**config.mk**
```make
export PLATFORM = sky130hd
export DESIGN_NAME = skeleton_bone_direction_normalizer_unit
export DESIGN_NICKNAME = d
export VERILOG_FILES = /design/src/hdl/sbdn_pkg.sv /design/src/hdl/sbdn_ram.sv /design/src/hdl/skeleton_bone_direction_normalizer_unit.sv
export VERILOG_INCLUDE_DIRS = /design/src /design/src/hdl
export SDC_FILE = /design/constraint.sdc
export NUM_CORES = 2
export LEC_CHECK = 0
export BUFFER_PORTS_ARGS = -buffer_cell sky130_fd_sc_hd__buf_2
export CORE_MARGIN = 4
export CORE_UTILIZATION = 62
export CTS_CLUSTER_SIZE = 20
export DETAILED_ROUTE_END_ITERATION = 7
export PLACE_DENSITY = 0.75
export SLEW_MARGIN = 5
export SYNTH_ARGS = -nofsm -noshare
export SYNTH_HDL_FRONTEND = slang
export SYNTH_SLANG_ARGS = --single-unit
export TNS_END_PERCENT = 10
```
**constraint.sdc**
```tcl
create_clock -name clk -period 21.7 [get_ports clk]
set_clock_uncertainty 0.2 [all_clocks]
set_input_delay 3.255 -clock clk [delete_from_list [all_inputs] [get_ports clk]]
set_output_delay 3.255 -clock clk [all_outputs]
set_load 0.01 [all_outputs]
```
**src/hdl/assert_macros.svh**
```systemverilog
// Assertion helpers, clocked on the rising edge with an active-low disable.
`ifndef ASSERT_MACROS_SVH
`define ASSERT_MACROS_SVH

`ifndef NO_ASSERTIONS
`define ASSERT_IMPLY(lbl, clk, rst_n, ante, cons) \
    lbl: assert property (@(posedge clk) disable iff (!rst_n) (ante) |-> (cons)) \
        else $error("assertion failed");
`define ASSERT_NEXT(lbl, clk, rst_n, ante, cons) \
    lbl: assert property (@(posedge clk) disable iff (!rst_n) (ante) |=> (cons)) \
        else $error("assertion failed");
`else
`define ASSERT_IMPLY(lbl, clk, rst_n, ante, cons)
`define ASSERT_NEXT(lbl, clk, rst_n, ante, cons)
`endif

`endif

```
**src/hdl/sbdn_pkg.sv**
```systemverilog
package sbdn_pkg;

    localparam int JOINT_COUNT  = 20;
    localparam int JOINT_BITS   = 5;
    localparam int COORD_BITS   = 15;
    localparam int FRAC_BITS    = 14;
    localparam int UNIT_BITS    = 16;

    localparam int STORE_BITS   = 3 * COORD_BITS;
    localparam int D_BITS       = COORD_BITS + 1;
    localparam int SQ_BITS      = 2 * COORD_BITS;
    localparam int S_BITS       = 2 * COORD_BITS + 2;
    localparam int Q_BITS       = FRAC_BITS + 1;
    localparam int R_BITS       = SQ_BITS + 2 * FRAC_BITS;
    localparam int ACC_BITS     = 2 * FRAC_BITS + 2 + S_BITS;
    localparam int BIT_CNT_BITS = $clog2(FRAC_BITS + 1);

    localparam int IN_PAY_BITS    = JOINT_BITS + 3 * COORD_BITS;
    localparam int IN_TDATA_BITS  = ((IN_PAY_BITS + 7) / 8) * 8;
    localparam int OUT_PAY_BITS   = JOINT_BITS + 3 * UNIT_BITS;
    localparam int OUT_TDATA_BITS = ((OUT_PAY_BITS + 7) / 8) * 8;

    localparam logic [UNIT_BITS-1:0] UNIT_MAX = {1'b0, {(UNIT_BITS-1){1'b1}}};

    typedef enum logic [9:0] {
        ST_IDLE      = 10'b00_0000_0001,
        ST_RD_CHILD  = 10'b00_0000_0010,
        ST_RD_PARENT = 10'b00_0000_0100,
        ST_DIFF      = 10'b00_0000_1000,
        ST_SQUARE    = 10'b00_0001_0000,
        ST_CHECK     = 10'b00_0010_0000,
        ST_INIT      = 10'b00_0100_0000,
        ST_BIT_A     = 10'b00_1000_0000,
        ST_BIT_B     = 10'b01_0000_0000,
        ST_EMIT      = 10'b10_0000_0000
    } state_t;

    function automatic logic [JOINT_BITS-1:0] bone_parent(input logic [JOINT_BITS-1:0] j);
        logic [JOINT_BITS-1:0] p;
        unique case (j)
            5'd2:  p = 5'd1;
            5'd3:  p = 5'd2;
            5'd4:  p = 5'd2;
            5'd5:  p = 5'd4;
            5'd6:  p = 5'd5;
            5'd7:  p = 5'd6;
            5'd8:  p = 5'd2;
            5'd9:  p = 5'd8;
            5'd10: p = 5'd9;
            5'd11: p = 5'd10;
            5'd13: p = 5'd12;
            5'd14: p = 5'd13;
            5'd15: p = 5'd14;
            5'd17: p = 5'd16;
            5'd18: p = 5'd17;
            5'd19: p = 5'd18;
            default: p = 5'd0;
        endcase
        return p;
    endfunction

    function automatic logic [COORD_BITS-1:0] mag_of(input logic signed [D_BITS-1:0] d);
        logic [D_BITS-1:0] a;
        a = d[D_BITS-1] ? D_BITS'(-d) : D_BITS'(d);
        return a[COORD_BITS-1:0];
    endfunction

    function automatic logic [UNIT_BITS-1:0] sat_unit(input logic [Q_BITS-1:0] q);
        logic [Q_BITS+UNIT_BITS-1:0] qe;
        qe = {{UNIT_BITS{1'b0}}, q};
        if (qe > (Q_BITS + UNIT_BITS)'(UNIT_MAX))
            return UNIT_MAX;
        return qe[UNIT_BITS-1:0];
    endfunction

endpackage

```
**src/hdl/sbdn_ram.sv**
```systemverilog
module sbdn_ram #(
    parameter int WIDTH = 8,
    parameter int DEPTH = 16
) (
    input  logic                     clk,
    input  logic                     we,
    input  logic [$clog2(DEPTH)-1:0] waddr,
    input  logic [WIDTH-1:0]         wdata,
    input  logic [$clog2(DEPTH)-1:0] raddr,
    output logic [WIDTH-1:0]         rdata
);

    logic [WIDTH-1:0] mem [DEPTH];

    always_ff @(posedge clk)
    begin
        if (we)
        begin
            mem[waddr] <= wdata;
        end
        rdata <= mem[raddr];
    end

endmodule

```
**src/hdl/skeleton_bone_direction_normalizer_unit.sv**
```systemverilog
// Skeleton bone direction normalizer. Each transfer on the slave side writes one joint
// position into a 20-entry joint store (indexes 20 and up write nothing); a transfer with
// tlast set writes and then starts a frame that emits 20 results, joint 0 to 19, each the
// Q1.14 unit vector from the joint's parent, truncated toward zero. Hip centre gives zero;
// a joint equal to its parent gives zero with tuser set. The slave side is ready only while
// no frame is running. Joint 0 is emitted without reading the store, and a joint that sits
// on its parent skips the root search. For every other joint the time is set by the
// bit-serial root search, which runs a wide add (ST_BIT_A) and a compare (ST_BIT_B)
// on each of the FRAC_BITS + 1 result bits of every component.
// Results wait in an output register; a full register stalls the sequencer.
module skeleton_bone_direction_normalizer_unit
    import sbdn_pkg::*;
(
    input  logic                      clk,
    input  logic                      rst_n,
    input  logic                      s_tvalid,
    output logic                      s_tready,
    input  logic [IN_TDATA_BITS-1:0]  s_tdata,   // joint_index, pos_x, pos_y, pos_z
    input  logic                      s_tlast,   // frame_end
    output logic                      m_tvalid,
    input  logic                      m_tready,
    output logic [OUT_TDATA_BITS-1:0] m_tdata,   // out_joint, unit_x, unit_y, unit_z
    output logic                      m_tuser,   // degenerate
    output logic                      m_tlast    // last
);

`include "assert_macros.svh"

    state_t state_reg, state_next;
    logic   out_valid_reg, out_valid_next;

    logic [JOINT_BITS-1:0]     joint_reg, joint_next;
    logic [1:0]                comp_reg, comp_next;
    logic [BIT_CNT_BITS-1:0]   bit_reg, bit_next;
    logic [STORE_BITS-1:0]     child_reg, child_next;
    logic signed [D_BITS-1:0]  d_reg [3];
    logic signed [D_BITS-1:0]  d_next [3];
    logic [SQ_BITS-1:0]        dsq_reg [3];
    logic [SQ_BITS-1:0]        dsq_next [3];
    logic [S_BITS-1:0]         s_reg, s_next;
    logic [R_BITS-1:0]         r_reg, r_next;
    logic [ACC_BITS-1:0]       q2s_reg, q2s_next;
    logic [ACC_BITS-1:0]       qs_reg, qs_next;
    logic [ACC_BITS-1:0]       acc_reg, acc_next;
    logic [Q_BITS-1:0]         q_reg, q_next;
    logic [UNIT_BITS-1:0]      unit_reg [3];
    logic [UNIT_BITS-1:0]      unit_next [3];
    logic                      degen_reg, degen_next;
    logic [OUT_PAY_BITS-1:0]   out_data_reg, out_data_next;
    logic                      out_degen_reg, out_degen_next;
    logic                      out_last_reg, out_last_next;

    logic                      s_accept;
    logic                      ram_we;
    logic [JOINT_BITS-1:0]     ram_raddr;
    logic [STORE_BITS-1:0]     ram_rdata;
    logic [COORD_BITS-1:0]     mag_cur;
    logic [SQ_BITS-1:0]        sq_cur;
    logic [ACC_BITS-1:0]       cand;
    logic [UNIT_BITS-1:0]      mag_unit;
    logic                      out_free;

    assign s_tready = (state_reg == ST_IDLE);
    assign s_accept = s_tvalid && s_tready;
    assign ram_we   = s_accept && (s_tdata[JOINT_BITS-1:0] < JOINT_BITS'(JOINT_COUNT));
    assign ram_raddr = (state_reg == ST_RD_PARENT) ? bone_parent(joint_reg) : joint_reg;

    sbdn_ram #(
        .WIDTH (STORE_BITS),
        .DEPTH (JOINT_COUNT)
    ) u_store (
        .clk   (clk),
        .we    (ram_we),
        .waddr (s_tdata[JOINT_BITS-1:0]),
        .wdata (s_tdata[IN_PAY_BITS-1:JOINT_BITS]),
        .raddr (ram_raddr),
        .rdata (ram_rdata)
    );

    assign mag_cur = mag_of(d_reg[comp_reg]);
    assign sq_cur  = SQ_BITS'(mag_cur) * SQ_BITS'(mag_cur);
    assign cand    = acc_reg + (ACC_BITS'(s_reg) << {bit_reg, 1'b0});
    assign out_free = !out_valid_reg || m_tready;

    always_comb
    begin
        state_next     = state_reg;
        out_valid_next = out_valid_reg && !m_tready;
        joint_next     = joint_reg;
        comp_next      = comp_reg;
        bit_next       = bit_reg;
        child_next     = child_reg;
        d_next         = d_reg;
        dsq_next       = dsq_reg;
        s_next         = s_reg;
        r_next         = r_reg;
        q2s_next       = q2s_reg;
        qs_next        = qs_reg;
        acc_next       = acc_reg;
        q_next         = q_reg;
        unit_next      = unit_reg;
        degen_next     = degen_reg;
        out_data_next  = out_data_reg;
        out_degen_next = out_degen_reg;
        out_last_next  = out_last_reg;
        mag_unit       = '0;

        unique case (state_reg)
            ST_IDLE:
            begin
                if (s_accept && s_tlast)
                begin
                    joint_next = '0;
                    unit_next  = '{default: '0};
                    degen_next = 1'b0;
                    state_next = ST_EMIT;
                end
            end
            ST_RD_CHILD:
            begin
                state_next = ST_RD_PARENT;
            end
            ST_RD_PARENT:
            begin
                child_next = ram_rdata;
                state_next = ST_DIFF;
            end
            ST_DIFF:
            begin
                for (int k = 0; k < 3; k++)
                begin
                    d_next[k] = $signed({child_reg[k*COORD_BITS+COORD_BITS-1],
                                         child_reg[k*COORD_BITS +: COORD_BITS]})
                              - $signed({ram_rdata[k*COORD_BITS+COORD_BITS-1],
                                         ram_rdata[k*COORD_BITS +: COORD_BITS]});
                end
                s_next     = '0;
                comp_next  = '0;
                state_next = ST_SQUARE;
            end
            ST_SQUARE:
            begin
                dsq_next[comp_reg] = sq_cur;
                s_next = s_reg + S_BITS'(sq_cur);
                if (comp_reg == 2'd2)
                begin
                    comp_next  = '0;
                    state_next = ST_CHECK;
                end
                else
                begin
                    comp_next = comp_reg + 2'd1;
                end
            end
            ST_CHECK:
            begin
                if (s_reg == '0)
                begin
                    degen_next = 1'b1;
                    unit_next  = '{default: '0};
                    state_next = ST_EMIT;
                end
                else
                begin
                    degen_next = 1'b0;
                    state_next = ST_INIT;
                end
            end
            ST_INIT:
            begin
                r_next     = R_BITS'(dsq_reg[comp_reg]) << (2 * FRAC_BITS);
                q2s_next   = '0;
                qs_next    = '0;
                q_next     = '0;
                bit_next   = BIT_CNT_BITS'(FRAC_BITS);
                state_next = ST_BIT_A;
            end
            ST_BIT_A:
            begin
                acc_next   = q2s_reg + ((qs_reg << bit_reg) << 1);
                state_next = ST_BIT_B;
            end
            ST_BIT_B:
            begin
                // trial bit kept when (q + 2^b)^2 * s still fits under d^2 * 2^(2F)
                if (cand <= ACC_BITS'(r_reg))
                begin
                    q2s_next = cand;
                    qs_next  = qs_reg + (ACC_BITS'(s_reg) << bit_reg);
                    q_next   = q_reg | (Q_BITS'(1) << bit_reg);
                end
                if (bit_reg == '0)
                begin
                    mag_unit = sat_unit(q_next);
                    unit_next[comp_reg] = d_reg[comp_reg][D_BITS-1] ?
                                          UNIT_BITS'(-mag_unit) : mag_unit;
                    if (comp_reg == 2'd2)
                    begin
                        state_next = ST_EMIT;
                    end
                    else
                    begin
                        comp_next  = comp_reg + 2'd1;
                        state_next = ST_INIT;
                    end
                end
                else
                begin
                    bit_next   = bit_reg - BIT_CNT_BITS'(1);
                    state_next = ST_BIT_A;
                end
            end
            ST_EMIT:
            begin
                if (out_free)
                begin
                    out_valid_next = 1'b1;
                    out_data_next  = {unit_reg[2], unit_reg[1], unit_reg[0], joint_reg};
                    out_degen_next = degen_reg;
                    out_last_next  = (joint_reg == JOINT_BITS'(JOINT_COUNT - 1));
                    if (joint_reg == JOINT_BITS'(JOINT_COUNT - 1))
                    begin
                        state_next = ST_IDLE;
                    end
                    else
                    begin
                        joint_next = joint_reg + JOINT_BITS'(1);
                        state_next = ST_RD_CHILD;
                    end
                end
            end
            default:
            begin
                state_next = ST_IDLE;
            end
        endcase
    end

    always_ff @(posedge clk or negedge rst_n)
    begin
        if (!rst_n)
        begin
            state_reg     <= ST_IDLE;
            out_valid_reg <= 1'b0;
        end
        else
        begin
            state_reg     <= state_next;
            out_valid_reg <= out_valid_next;
        end
    end

    always_ff @(posedge clk)
    begin
        joint_reg     <= joint_next;
        comp_reg      <= comp_next;
        bit_reg       <= bit_next;
        child_reg     <= child_next;
        d_reg         <= d_next;
        dsq_reg       <= dsq_next;
        s_reg         <= s_next;
        r_reg         <= r_next;
        q2s_reg       <= q2s_next;
        qs_reg        <= qs_next;
        acc_reg       <= acc_next;
        q_reg         <= q_next;
        unit_reg      <= unit_next;
        degen_reg     <= degen_next;
        out_data_reg  <= out_data_next;
        out_degen_reg <= out_degen_next;
        out_last_reg  <= out_last_next;
    end

    assign m_tvalid = out_valid_reg;
    assign m_tdata  = OUT_TDATA_BITS'(out_data_reg);
    assign m_tuser  = out_degen_reg;
    assign m_tlast  = out_last_reg;

    `ASSERT_NEXT(a_frame_start, clk, rst_n, s_tvalid && s_tready && s_tlast, state_reg == ST_EMIT)
    `ASSERT_IMPLY(a_last_joint, clk, rst_n, m_tvalid && m_tlast, m_tdata[JOINT_BITS-1:0] == JOINT_BITS'(JOINT_COUNT - 1))
    `ASSERT_IMPLY(a_degen_zero, clk, rst_n, m_tvalid && m_tuser, m_tdata[OUT_PAY_BITS-1:JOINT_BITS] == '0)
    `ASSERT_IMPLY(a_bit_range, clk, rst_n, state_reg == ST_BIT_B, bit_reg <= BIT_CNT_BITS'(FRAC_BITS))

endmodule
```
==> results.txt <==
XOR/XNOR Fraction of Synth Area: 2.68%
Clock transition at path regs: 60 ps
PortBufs: 111
Final GP Congestion: 0.968
Post-CTS Resized: 0
switching portion of total power: 24.4%
WL/cell: 25.7 um
Slew Viols, Final: 0
worst slew pin tran: 1120 ps
Max Cap Viol: 0
crit path max-delay cell type: nor4_1
P&R area growth vs syn: 9.53%
die area: 0.136 sq mm
initial antenna violation count: 10
outcome: finished clean
VDD IR max: 101 uV
EDFF count, synth: 1456
unique cell type count in the Yosys netlist: 95
hpwl dp: 136000 um
clock sink total: 1517
most frequent cells after synthesis: edfxtp_1 (1456), nand2_1 (672), nor2_1 (566)
Pre-Repair DR Iteration Count: 6
cells after synthesis: 6411
Post-synth top flop: edfxtp_1
Initial Util: 62.5%
Slowest Stage Delay on Critical Path: 820 ps
Die X-Extent: 369 um
setup_tns: 0 ps
startpoint class of the critical path: flip-flop
number of fill cells: 8952
top post-synthesis cells by area: edfxtp_1 (54%), mux4_2 (7.8%), ha_1 (5.7%)
cts bufs inserted: 155
final worst-path setup slack: 7410 ps
most used cell, CP: a211oi_1
leading area contributor after synthesis: edfxtp_1
area of the multi-input gates: 0.0337 sq mm
pre-CTS setup slack: 7840 ps
fin crit share: 65.9%
Clock power frac: 40.1%
placed inst area: 0.0836 sq mm
Leakage: 34.0 nW
max reg flops: 900
Synth Area in Adders: 9.31%
CTS tree: done
total grt overflow: 0
Yosys top cell area share: 54.0%
postcts setup bufs: 0
fin crit period: 14290 ps
Via Count: 53500
Synth Area in Compound Gates: 8.90%
multiplexer share of the synthesized area: 10.2%
Avg Inst Size Synth: 12.6 sq um
crit end category: flip-flop
Root Driver: clkbuf_16
Hold Violations, Final: 0
setup violators final: 0
fmax: 70.0 MHz
Cell Int Power: 5.02 mW
Post-synth ARST share: 0.725%
worst r2r path cells: 44
cts hold-fix bufs: 0
Ports: 121
Chip Height: 369 um
maximum number of pins on one net before global-route repair: 162
Rows: 132
critical setup path kind: flip-flop to flip-flop
latest clock arrival within the worst-skew pair: 800 ps
nets: 7068
hold path depth: 0
Sw Pwr: 1.62 mW
initial DRC count: 5731
core area: 0.130 sq mm
first-pass GRT wire length: 324000 um
register area: 0.0450 sq mm
Cell Pwr Density: 74.8 mW/mm^2
critical-path maximum fanout: 49
combinational share of power: 10.0%
#FFs+latches synth: 1517
drt drc: 0
most common cell in the synthesized netlist: edfxtp_1
sequential share of power: 49.8%
gr usage total: 31.5%
Yosys Warn Count: 0
remaining antenna violation count: 0
H-tree depth: 4
synthesized cell area: 0.0810 sq mm
Worst Hold Class: flip-flop to flip-flop
Slew Limit Headroom: 25.1%
main combinational cell family by area after synthesis: multiplexers
RSZ-0062 raised after global routing: no
CP Data Arrival Time: 14580 ps
share of cells above drive strength 1: 12.0%
Seq/Total Area, Yosys: 55.6%
Via-to-Cell Ratio: 6.39
Worst EP required: 21980 ps
Longest Clk Path Bufs: 3
Design Area, Final: 0.0887 sq mm
vias in the first global route: 53700
Simple-Gate Fraction of Synth Area: 10.2%
WL final: 215000 um
## metrics by stage
stage / hold slack (ps) / std cells / util, % / power, mW
floorplan: 200 / 6413 / - / 3.84
global placement: 204 / 8076 / 64.5 / 4.01
detailed placement: 208 / 8076 / 64.5 / 4.02
CTS: 192 / 8361 / 68.4 / 6.66
global route: 226 / 8363 / 68.4 / 6.87
finish: 191 / 8366 / 68.4 / 6.64
## power by group through the flow
stage	Clock, mW	Sequential [mW]	Combinational [mW]
global route	2.83	3.31	0.730
global placement	0	3.37	0.636
finish	2.66	3.31	0.666
floorplan	0	3.40	0.443
detailed placement	0	3.37	0.652
CTS	2.69	3.31	0.657
## cell type report
cell class	instances	share of cell area [%]
repair buffers	194	1.40
multi-input cells	4238	38.0
clock buffers	200	4.69
diodes	5	0.0141
clock inverters	85	1.03
flip-flops and latches	1517	50.7
inverters	385	1.63
well taps	1742	2.46
## cells by family after synthesis
group	Yosys count
AOI/OAI and AO/OA	1160
xor gates and xnor gates	248
adders and majority gates	516
buffers and inverters	658
DFF	1517
muxes	475
other	1
and+or+nand+nor	1836
## critical path: cells and delay by family, from the launching register on
kind	cells	cell delay (ps)
AO/OA/AOI/OAI	20	5960
XOR/XNOR	1	150
adder cells (fa/ha/maj)	3	960
buffers and inverters	4	1630
flip-flops	1	720
AND/OR/NAND/NOR	16	4190
## final timing paths
check                            from           end  slack [ps]
max in group asynchronous       rst_n  state_reg[0]       18870
hold / removal              degen_reg       m_tuser         190
hold reg to reg             degen_reg       m_tuser         190
min in group asynchronous       rst_n  state_reg[7]        2130
setup reg to reg           bit_reg[0]  unit_reg[46]        7410
setup / recovery           bit_reg[0]  unit_reg[46]        7410
## layer usage
layer | GRT usage [%] | routed length (um)
met1 | 40.7 | 81400
met2 | 53.5 | 107000
met3 | 4.73 | 15900
met4 | 13.6 | 10300
met5 | 0 | 55
## placed cells by master (no fill, tap or decap), types with 56 or more instances in the layout
cell and instances:
a21o_1 124, a21oi_1 275, and2_1 58, buf_2 111, buf_4 78, clkbuf_16 157, edfxtp_1 1456, fa_1 144
ha_1 372, inv_1 378, mux2i_1 171, mux4_2 281, nand2_1 672, nand2b_1 65, nand3_1 103, nor2_1 546
nor2b_1 56, nor3_1 92, o21ai_0 381, xnor2_1 148, xor2_1 100
Note: power is estimated with default switching activity, not from simulation.
